[src/sv/dcl_pkg.sv]
// shared types and constants of the density cluster labeler
// no dependencies
package dcl_pkg;

  localparam int DIMS       = 4;
  localparam int COORD_BITS = 16;
  localparam int PT_BITS    = DIMS * COORD_BITS;
  localparam int DIFF_BITS  = COORD_BITS;
  localparam int SQ_BITS    = 2 * COORD_BITS;
  localparam int SUM_BITS   = SQ_BITS + 2;
  localparam int EPS_BITS   = 34;
  localparam int MINP_BITS  = 7;
  localparam int DIMSEL_BITS = 3;
  localparam int CFG_IDX_BITS = 2;
  localparam int IDX_OUT_BITS = 6;
  localparam int LBL_OUT_BITS = 7;

  localparam logic [CFG_IDX_BITS-1:0] CFG_MIN_POINTS  = 2'd0;
  localparam logic [CFG_IDX_BITS-1:0] CFG_EPS_SQUARED = 2'd1;
  localparam logic [CFG_IDX_BITS-1:0] CFG_DIMS_IN_USE = 2'd2;

  typedef enum logic [1:0] {
    SCAN_COUNT,
    SCAN_SEED,
    SCAN_EXP
  } scan_mode_e;

  typedef struct packed {
    logic       ld;
    logic       lbl_rd_i;
    logic       p_from_i;
    logic       p_from_q;
    logic       cen_rd;
    logic       cen_ld;
    logic       scan_go;
    scan_mode_e scan_mode;
    logic       noise_wr;
    logic       i_inc;
    logic       i_clr;
    logic       c_inc;
    logic       q_clr;
    logic       q_pop;
    logic       out_ld;
    logic       set_clr;
  } cmd_t;

  typedef struct packed {
    logic i_at_end;
    logic lbl_unclass;
    logic core;
    logic scan_done;
    logic q_empty;
    logic out_free;
  } status_t;

endpackage

[src/sv/dcl_ctrl.sv]
// sequencer for loading, cluster growth and label emission
// depends on dcl_pkg
module dcl_ctrl (
  input  logic             clk_i,
  input  logic             rst_ni,
  input  logic             in_valid_i,
  input  logic             in_final_i,
  output logic             in_ready_o,
  input  dcl_pkg::status_t sts_i,
  output dcl_pkg::cmd_t    cmd_o
);

  typedef enum logic [3:0] {
    S_LOAD, S_OCHK, S_OLBL, S_CADR, S_CLAT, S_SCAN, S_DEC,
    S_QCHK, S_QLAT, S_ERD, S_EOUT, S_EWAIT
  } state_e;

  state_e state_q, state_d;
  dcl_pkg::scan_mode_e mode_q, mode_d;
  logic exp_q, exp_d;

  assign in_ready_o = (state_q == S_LOAD);

  always_comb begin
    state_d = state_q;
    mode_d  = mode_q;
    exp_d   = exp_q;
    cmd_o   = '0;
    cmd_o.scan_mode = dcl_pkg::SCAN_COUNT;
    unique case (state_q)
      S_LOAD: begin
        if (in_valid_i) begin
          cmd_o.ld = 1'b1;
          if (in_final_i) begin
            cmd_o.i_clr = 1'b1;
            state_d = S_OCHK;
          end
        end
      end
      S_OCHK: begin
        if (sts_i.i_at_end) begin
          cmd_o.i_clr = 1'b1;
          state_d = S_ERD;
        end else begin
          cmd_o.lbl_rd_i = 1'b1;
          state_d = S_OLBL;
        end
      end
      S_OLBL: begin
        if (sts_i.lbl_unclass) begin
          cmd_o.p_from_i = 1'b1;
          exp_d = 1'b0;
          state_d = S_CADR;
        end else begin
          cmd_o.i_inc = 1'b1;
          state_d = S_OCHK;
        end
      end
      S_CADR: begin
        cmd_o.cen_rd = 1'b1;
        state_d = S_CLAT;
      end
      S_CLAT: begin
        cmd_o.cen_ld  = 1'b1;
        cmd_o.scan_go = 1'b1;
        cmd_o.scan_mode = dcl_pkg::SCAN_COUNT;
        mode_d  = dcl_pkg::SCAN_COUNT;
        state_d = S_SCAN;
      end
      S_SCAN: begin
        if (sts_i.scan_done) state_d = (mode_q == dcl_pkg::SCAN_COUNT) ? S_DEC : S_QCHK;
      end
      S_DEC: begin
        if (sts_i.core) begin
          cmd_o.scan_go   = 1'b1;
          cmd_o.scan_mode = exp_q ? dcl_pkg::SCAN_EXP : dcl_pkg::SCAN_SEED;
          mode_d  = cmd_o.scan_mode;
          state_d = S_SCAN;
        end else if (exp_q) begin
          state_d = S_QCHK;
        end else begin
          cmd_o.noise_wr = 1'b1;
          cmd_o.i_inc    = 1'b1;
          state_d = S_OCHK;
        end
      end
      S_QCHK: begin
        if (sts_i.q_empty) begin
          cmd_o.c_inc = 1'b1;
          cmd_o.i_inc = 1'b1;
          cmd_o.q_clr = 1'b1;
          state_d = S_OCHK;
        end else begin
          cmd_o.q_pop = 1'b1;
          state_d = S_QLAT;
        end
      end
      S_QLAT: begin
        cmd_o.p_from_q = 1'b1;
        exp_d = 1'b1;
        state_d = S_CADR;
      end
      S_ERD: begin
        cmd_o.lbl_rd_i = 1'b1;
        state_d = S_EOUT;
      end
      S_EOUT: begin
        if (sts_i.out_free) begin
          cmd_o.out_ld = 1'b1;
          cmd_o.i_inc  = 1'b1;
          state_d = S_EWAIT;
        end
      end
      S_EWAIT: begin
        if (sts_i.i_at_end) begin
          cmd_o.set_clr = 1'b1;
          cmd_o.q_clr   = 1'b1;
          cmd_o.i_clr   = 1'b1;
          state_d = S_LOAD;
        end else begin
          state_d = S_ERD;
        end
      end
      default: state_d = S_LOAD;
    endcase
  end

  always_ff @(posedge clk_i or negedge rst_ni) begin
    if (!rst_ni) begin
      state_q <= S_LOAD;
      mode_q  <= dcl_pkg::SCAN_COUNT;
      exp_q   <= 1'b0;
    end else begin
      state_q <= state_d;
      mode_q  <= mode_d;
      exp_q   <= exp_d;
    end
  end

`ifndef ASSERT_OFF
  a_one_scan: assert property (@(posedge clk_i) disable iff (!rst_ni)
      cmd_o.scan_go |-> $past(sts_i.scan_done))
    else $error("scan started while one was running");
  a_emit_free: assert property (@(posedge clk_i) disable iff (!rst_ni)
      cmd_o.out_ld |-> sts_i.out_free)
    else $error("label overwrites a pending transfer");
  a_load_only: assert property (@(posedge clk_i) disable iff (!rst_ni)
      cmd_o.ld |-> state_q == S_LOAD)
    else $error("point stored outside load phase");
`endif

endmodule

[config.mk]
export PLATFORM = sky130hd
export DESIGN_NAME = dcl_ctrl
export DESIGN_NICKNAME = d
export VERILOG_FILES = /design/src/sv/dcl_pkg.sv /design/src/sv/dcl_ctrl.sv
export SDC_FILE = /design/constraint.sdc
export NUM_CORES = 1
export LEC_CHECK = 0
export BUFFER_PORTS_ARGS = -buffer_cell sky130_fd_sc_hd__buf_2
export CAP_MARGIN = 20
export CORE_AREA = 2 2 53 55
export DETAILED_ROUTE_END_ITERATION = 8
export DIE_AREA = 0 0 55 57
export PLACE_DENSITY = 0.56
export SETUP_SLACK_MARGIN = 0.02
export SYNTH_ARGS = -nofsm -noshare
export SYNTH_HDL_FRONTEND = slang
export SYNTH_SLANG_ARGS = --single-unit
[constraint.sdc]
create_clock -name clk_i -period 2 [get_ports clk_i]
set_clock_uncertainty 0.15 [all_clocks]
set_input_delay 0.6 -clock clk_i [delete_from_list [all_inputs] [get_ports clk_i]]
set_output_delay 0.6 -clock clk_i [all_outputs]
set_load 0.03 [all_outputs]
Word-level counts from Yosys, hierarchy flattened
Index checks and enable logic that the tools add are counted.
{"block": "word_totals", "reg_bits": 7, "out_inout_bits": 18, "elab_cells": 74, "in_bits": 10}
{"block": "op_classes", "eq_ne": 17, "mux": 46, "reduce_logical": 8}
{"op": "$pmux 4 s12", "n": 1}
{"op": "$mux 4", "n": 8}
{"op": "$mux 1", "n": 22}
{"op": "$eq 4x3->1 const B", "n": 4}
{"op": "$eq 4x4->1 const B", "n": 4}
{"op": "$mux 2", "n": 6}
{"op": "$ne 2x2->1 const B", "n": 6}
{"op": "$eq 4x2->1 const B", "n": 2}
{"op": "$pmux 1 s2", "n": 4}
{"op": "$mux 3", "n": 2}
{"op": "$pmux 3 s2", "n": 1}
{"op": "$eq 4x1->1 const B", "n": 1}
{"op": "$logic_not 4->1", "n": 1}
{"op": "$pmux 1 s4", "n": 1}
{"op": "$pmux 2 s2", "n": 1}
{"op": "$reduce_and 2->1", "n": 2}
{"op": "$reduce_and 4->1", "n": 1}
{"op": "$reduce_bool 2->1", "n": 2}
{"op": "$logic_not 2->1", "n": 1}
{"op": "$reduce_or 2->1", "n": 1}

Depth between registers and ports, before layout
Gate-level depths: netlist (run 1).
{"block": "logic_depth", "word_depth": 4, "depth_mapped": 6, "depth_no_buf": 4}

Worst setup path after synthesis (run 1)
Ideal clock, no wire load.
{"block": "synth_timing", "path_type": "flip-flop to output port", "from": "reg state_q[3]", "to": "out cmd_o[3] in the netlist's numbering", "setup_slack_ps": -522, "n_path_buf": 1, "t_required_ps": 1250, "arrival_ps": 1772, "stages_incl_launch_ff": 5, "path_cell_list": "dfrtp_1 buf_4 nand2b_4 nor3_1 or2_1"}
{"element": "start: declaration", "line_no": "dcl_ctrl.sv:18", "text": "state_e state_q, state_d;"}
{"element": "start signal: assignment", "line_no": "dcl_ctrl.sv:134", "text": "state_q <= state_d;"}
{"element": "end: declaration", "line_no": "dcl_ctrl.sv:10", "text": "output dcl_pkg::cmd_t cmd_o"}

==> results of run 1 <==
[metal layers]
layer,GRT usage,vias to the layer above,routed length [microns]
li1,-,470,-
met1,0.254,441,1050
met2,0.303,24,1360
met3,0.0497,3,142
met4,0.0314,0,17
met5,0,-,0
[final cells by class]
class	instances	area, sq um
Inverter	5	18.8
Timing Repair Buffer	59	513
Fill cell	239	1180
Sequential cell	7	180
Clock buffer	4	26.3
Multi-Input combinational cell	81	662
Tap cell	31	38.8
[Yosys cell counts (all sizes together)]
cell type  number
o22ai           1
nor3           13
o2bb2ai         1
nand3           2
dfrtp           7
buf             8
o32a            1
a21oi           9
xnor2           1
a2bb2oi         3
and3            2
clkbuf          1
mux2i           1
nand2          12
inv             5
a32oi           1
nor2            7
a31oi           2
nand3b          1
nor2b           1
and2            1
a211oi          1
nand2b          6
o21a            1
or3b            1
and2b           2
o21ai           4
or2             3
o31ai           1
o21bai          1
nor4            2
[through the flow]
step,total power [mW],setup TNS [ns],cells,instance area (sq um),hold slack (ns)
2_1_floorplan,1.06,-0.993,102,796,0.154
3_3_place_gp,1.34,-0.363,174,1070,0.289
3_5_place_dp,1.36,-0.395,174,1070,0.290
4_1_cts,1.78,-2.00,185,1330,0.0125
5_1_grt,2.07,-3.03,187,1440,0.0169
6_report,1.94,-1.99,187,1440,0.0130
[state kept, by name, summed over array words and instances, names as in the netlist]
| signal | flops |
|---|---|
| exp_q | 1 |
| mode_q | 2 |
| state_q | 4 |
[placed cells by master (no fill, tap or decap), types with 2 or more instances in the layout]
master     count
nand3_1        2
inv_1          5
nor3_4         7
buf_6         20
buf_2          8
nor4_4         2
dfrtp_2        4
nor3_2         3
buf_4         29
nor3_1         3
o21ai_0        4
dfrtp_1        3
a31oi_1        2
buf_8          2
nand2_2        2
nand2_1        9
a2bb2oi_1      3
nand2b_4       4
nor2_1         7
a21oi_2        3
clkbuf_4       3
a21oi_1        6
[cells by family after synthesis]
family	count (synthesis)	synth area share
AOI/OAI and AO/OA	26	0.228
xor gates and xnor gates	1	0.0119
buffers and inverters	14	0.117
DFF	7	0.238
muxes	1	0.0136
and+or+nand+nor	53	0.391
[repair_timing]
action / in CTS / in global routing
setup buffers: 7 / 2
setup endpoints to repair: 18 / 18
gates cloned: 0 / 0
resized for setup: 50 / 22
endpoints found under the hold margin: 0 / 0
pin swaps: 11 / 10
[power groups by stage]
stage	clock network, mW	registers, mW	logic [mW]
4_1_cts	0.135	0.321	1.33
5_1_grt	0.144	0.348	1.58
6_report	0.132	0.337	1.48
2_1_floorplan	0	0.242	0.813
3_3_place_gp	0	0.298	1.04
3_5_place_dp	0	0.302	1.06
[worst paths after layout]
kind	start	to	slack (ns)
min in group clk_i	mode_q[1]	mode_q[1]	0.37
hold / removal	rst_ni	state_q[2]	0.01
max in group asynchronous	rst_ni	state_q[1]	1.52
hold reg to reg	mode_q[1]	mode_q[1]	0.37
setup / recovery	state_q[3]	cmd_o[6]	-0.21
setup reg to reg	state_q[1]	state_q[0]	0.14
==> reports/metrics.cfg, run 1 <==
[status]
outcome = finished, violations left
violations = negative setup slack

[global_routing]
grt_pass1_vias = 935
antenna_found_initial = 0
grt.total_usage = 0.188
grt_pass1_wl_microns = 4340
grt_start_max_net_pins = 12
grt_overflow_total = 0

[power]
peakVddDrop_mv = 0.799
switching_share = 0.474
p_switching_mw = 0.921
p_leak_nw = 0.665
power_density_nw_per_um2 = 1350
p_int_mw = 1.02
pwr-share-seq = 0.173
p_clk_frac = 0.068
pwr-share-comb = 0.759

[floorplan]
pin_count = 28
die_x_microns = 55
row_count = 19
initial_utilization = 0.281
fp.dieArea_sq_um = 3140
core_area_sq_um = 2620
die_h_microns = 57

[logic_synthesis]
yosysWarningCount = 0
syn_inst = 102
syn_area_per_cell_sq_um = 7.21
synth_top_area_share = 0.238
synth_top_cell_by_area = dfrtp_1
synth-seq-cells = 7
syn_area_sq_um = 736
ys_top_cells_by_area = dfrtp_1 (24%), nor3_1 (8.8%), a21oi_1 (6.1%), nand2_1 (6.1%), nand2b_1 (4.3%)
synth_cell_types = 37
yosysSeqAreaShare = 0.238
synth_fp_nets = 112

[sta]
final-hold-violation-count = 0
slew_headroom = 0.781
layout_setup_ws_ns = -0.214
fmax_mhz = 452
slew_violations = 0
post-route-min-period_ns = 2.21
rsz0062_at_grt = true
setup_viol = 18
tightest_slew_ns = 0.327
fin_crit_sh = 1.11

[setup_path]
arrival_ns = 1.46
reg2regPathDepth = 6
cp_slowest_cell = dfrtp_2
startpoint_type = flop
critPathKind = flop to primary output
critical_path_buf_inv_count = 1
cpMostUsedCell = a21oi_2
cp_cell_sequence = or2_4 -> a21oi_2 -> o21bai_1 -> a21oi_2 -> buf_6
path_depth = 5
path_delay_family = flip-flops
end_kind = primary output
cpPeakStageDelay_ns = 0.44
critical_path_required_ns = 1.25
cp_max_fo = 5

[clock_tree]
cts_num_sinks = 7
clockBufferDepth = 2
clock_latency_ns = 0.26
hold_buffers = 0
cts_made_buffers = 3
clkTransAtPathRegs_ns = 0.05
root_buffer = clkbuf_4
cts_tree = yes
cts_max_level = 1

[run]
cap_violations = 0

[detailed_routing]
drt_iter0_drc = 19
wl_per_cell_microns = 13.8
wl_microns = 2580
drc = 0
avgViaCountPerCell = 5.02
first_pass_iters = 4
postRouteAntennaNets = 0
vias = 938

[placement]
port_buffers = 27
place.gp.congestion = 0.797
dpl_worst_slack_ns = -0.312
place.detailed.hpwl_microns = 1830

[layout]
diodes = 0
syn2layout_area_growth_pct = 95.6
final_core_util = 0.550
layout.nets = 167
layout-drive-gt1-share = 0.622

[hold_path]
worst_hold_path_type = primary input to asynchronous set/reset pin

(Power assumes the default switching activity.)
==> run 2, diff against run 1 <==
--- a/config.mk
+++ b/config.mk
@@ -7,10 +7,10 @@
 export LEC_CHECK = 0
 export BUFFER_PORTS_ARGS = -buffer_cell sky130_fd_sc_hd__buf_2
 export CAP_MARGIN = 20
-export CORE_AREA = 2 2 53 55
+export CORE_AREA = 2 2 43 45
 export DETAILED_ROUTE_END_ITERATION = 8
-export DIE_AREA = 0 0 55 57
-export PLACE_DENSITY = 0.56
+export DIE_AREA = 0 0 45 47
+export PLACE_DENSITY = 0.78
 export SETUP_SLACK_MARGIN = 0.02
 export SYNTH_ARGS = -nofsm -noshare
 export SYNTH_HDL_FRONTEND = slang
==> run 2 against run 1 <==
Compared with the run above: the flow still finishes with violations (negative setup slack); wire length up 71%; global-route usage up 14 points; worst hold slack worse by 0.010 ns; critical endpoint is now cmd_o[5]; largest power group unchanged; highest routed layer unchanged.
==> reports/metrics.cfg, run 2 (synthesis results as in run 1) <==
[status]
outcome = finished, violations left
violations = negative setup slack

[layout]
largest_register = state_q
layout.nets = 173  ; +3.6%
layout_common_cells = buf_4 (28), buf_6 (24), nand2_1 (10)
seq_area_sq_um = 178  ; -1.4%
layout-drive-gt1-share = 0.623  ; +0.00166
syn2layout_area_growth_pct = 112
reg.largest.list = state_q (4), mode_q (2), exp_q (1)
diodes = 0  ; unchanged
final_common_cell = buf_4
fillCellCount = 42  ; -82%
finalNonFillerCells = 179  ; -4.3%
final_cell_area_sq_um = 1560  ; +8.6%
largest_register_ffs = 4  ; unchanged
multi_input_area_sq_um = 688  ; +4.0%

[setup_path]
critPathKind = flop to primary output
cpMostUsedCell = buf_4
critical_path_required_ns = 1.25  ; about the same
critical_path_buf_inv_count = 3  ; +2
cpPeakStageDelay_ns = 0.42  ; -0.02 ns
path_depth = 6  ; +1
arrival_ns = 1.68  ; +0.22 ns
end_kind = primary output
reg2regPathDepth = 6  ; unchanged
cp_slowest_cell = dfrtp_1
startpoint_type = flop
cp_max_fo = 11  ; +6
cp_cell_sequence = buf_4 -> buf_6 -> xnor2_1 -> a31oi_1 -> nor2_1 -> buf_4
path_delay_family = buffers and inverters

[floorplan]
pin_count = 28  ; unchanged
row_count = 15  ; -4
core_area_sq_um = 1650  ; -37%
die_h_microns = 47  ; -18%
initial_utilization = 0.445  ; +0.164
die_x_microns = 45  ; -18%
fp.dieArea_sq_um = 2120  ; -33%

[detailed_routing]
first_pass_iters = 6  ; +2
postRouteAntennaNets = 0  ; unchanged
drt_iter0_drc = 128  ; +109
wl_microns = 4410  ; +71%
avgViaCountPerCell = 6.73  ; +34%
wl_per_cell_microns = 24.6  ; +79%
drc = 0  ; unchanged
vias = 1205  ; +28%

[clock_tree]
cts_tree = yes
cts_num_sinks = 7  ; unchanged
cts_max_level = 1  ; unchanged
clockBufferDepth = 2  ; unchanged
root_buffer = clkbuf_4
cts_made_buffers = 3  ; unchanged
clkTransAtPathRegs_ns = 0.06  ; about the same
clock_latency_ns = 0.26  ; about the same

[sta]
slew_violations = 0  ; unchanged
fmax_mhz = 412  ; -8.7%
final-hold-violation-count = 0  ; unchanged
rsz0062_at_grt = true
finalSetupTns_ns = -3.91  ; -1.92 ns
setup_viol = 19  ; +1
layout_setup_ws_ns = -0.426  ; -0.212 ns
slew_headroom = 0.782  ; +0.00169
tightest_slew_ns = 0.324  ; -0.00306 ns
post-route-min-period_ns = 2.43  ; +0.212 ns
fin_crit_sh = 1.21  ; +0.106
whs_ns = 0.00283  ; -0.0102 ns

[hold_path]
worst_hold_path_type = primary input to asynchronous set/reset pin

[power]
p_leak_nw = 0.710  ; +6.6%
peakVddDrop_mv = 1.04  ; +30%
p_total_mw = 2.44  ; +26%
power_density_nw_per_um2 = 1560  ; +16%

[global_routing]
antenna_found_initial = 0  ; unchanged
grt_start_max_net_pins = 12  ; unchanged
grt_overflow_total = 0  ; unchanged
grt.total_usage = 0.330  ; +0.143
grt_pass1_vias = 1006  ; +7.6%
grt_pass1_wl_microns = 4860  ; +12%

[placement]
port_buffers = 27  ; unchanged
placed_cells = 158  ; -9.2%
place.detailed.hpwl_microns = 1700  ; -7.3%
place.gp.congestion = 0.862  ; +8.2%
place_area_sq_um = 1050  ; -1.9%

[run]
cap_violations = 0  ; unchanged

[run 2: changes by cell type in the layout (fill, tap and decap cells not counted), sizes merged]
cell / before / now
buf: 59 / 65
[run 2: where the power goes]
part	total, mW	switching, mW	internal (mW)
logic	1.98	1.04	0.940
clock network	0.140	0.0629	0.0768
registers	0.320	0.110	0.210
total	2.44	1.21	1.23
[run 2: worst register-to-register path: stages (launching register included)]
cell       delay (ns)
dfrtp_1          0.45
buf_4            0.20
buf_4            0.17
nor3_1           0.32
a211oi_1         0.11
o32a_1           0.37
o2bb2ai_1        0.14
[run 2: timing repair]
item                                    4_1_cts  5_1_grt
gates resized for setup                      58       22
pin swaps                                    11        7
hold buffers                                  0        0
endpoints found under the setup margin       18       18
setup buffers                                 8        7
cloned                                        2        0
[run 2: through the flow]
step / setup WS [ns] / utilization
global placement: -0.327 / 0.639
floorplan: -0.156 / -
CTS: -0.217 / 0.853
global route: -0.439 / 0.946
detailed placement: -0.331 / 0.639
finish: -0.426 / 0.946
[run 2: final timing paths]
check                      startpoint    endpoint  slack [ns]
min in group clk_i          mode_q[0]   mode_q[0]        0.48
setup / recovery           state_q[3]    cmd_o[5]       -0.43
hold reg to reg             mode_q[0]   mode_q[0]        0.48
hold / removal                 rst_ni   mode_q[1]       0.003
max in group asynchronous      rst_ni  state_q[2]        1.53
setup reg to reg           state_q[1]  state_q[0]       -0.02
[run 2: routing by layer]
layer | share of wire | track usage
met1 | 0.34 | 0.396
met2 | 0.46 | 0.511
met3 | 0.12 | 0.0808
met4 | 0.078 | 0.253
met5 | 0 | 0
[run 2: area by class of cell]
class	count	share of cell area
repair buffers	65	0.404
flip-flops and latches	7	0.114
well taps	17	0.0136
multi-input cells	81	0.440
clock buffers	4	0.0168
inverters	5	0.0120
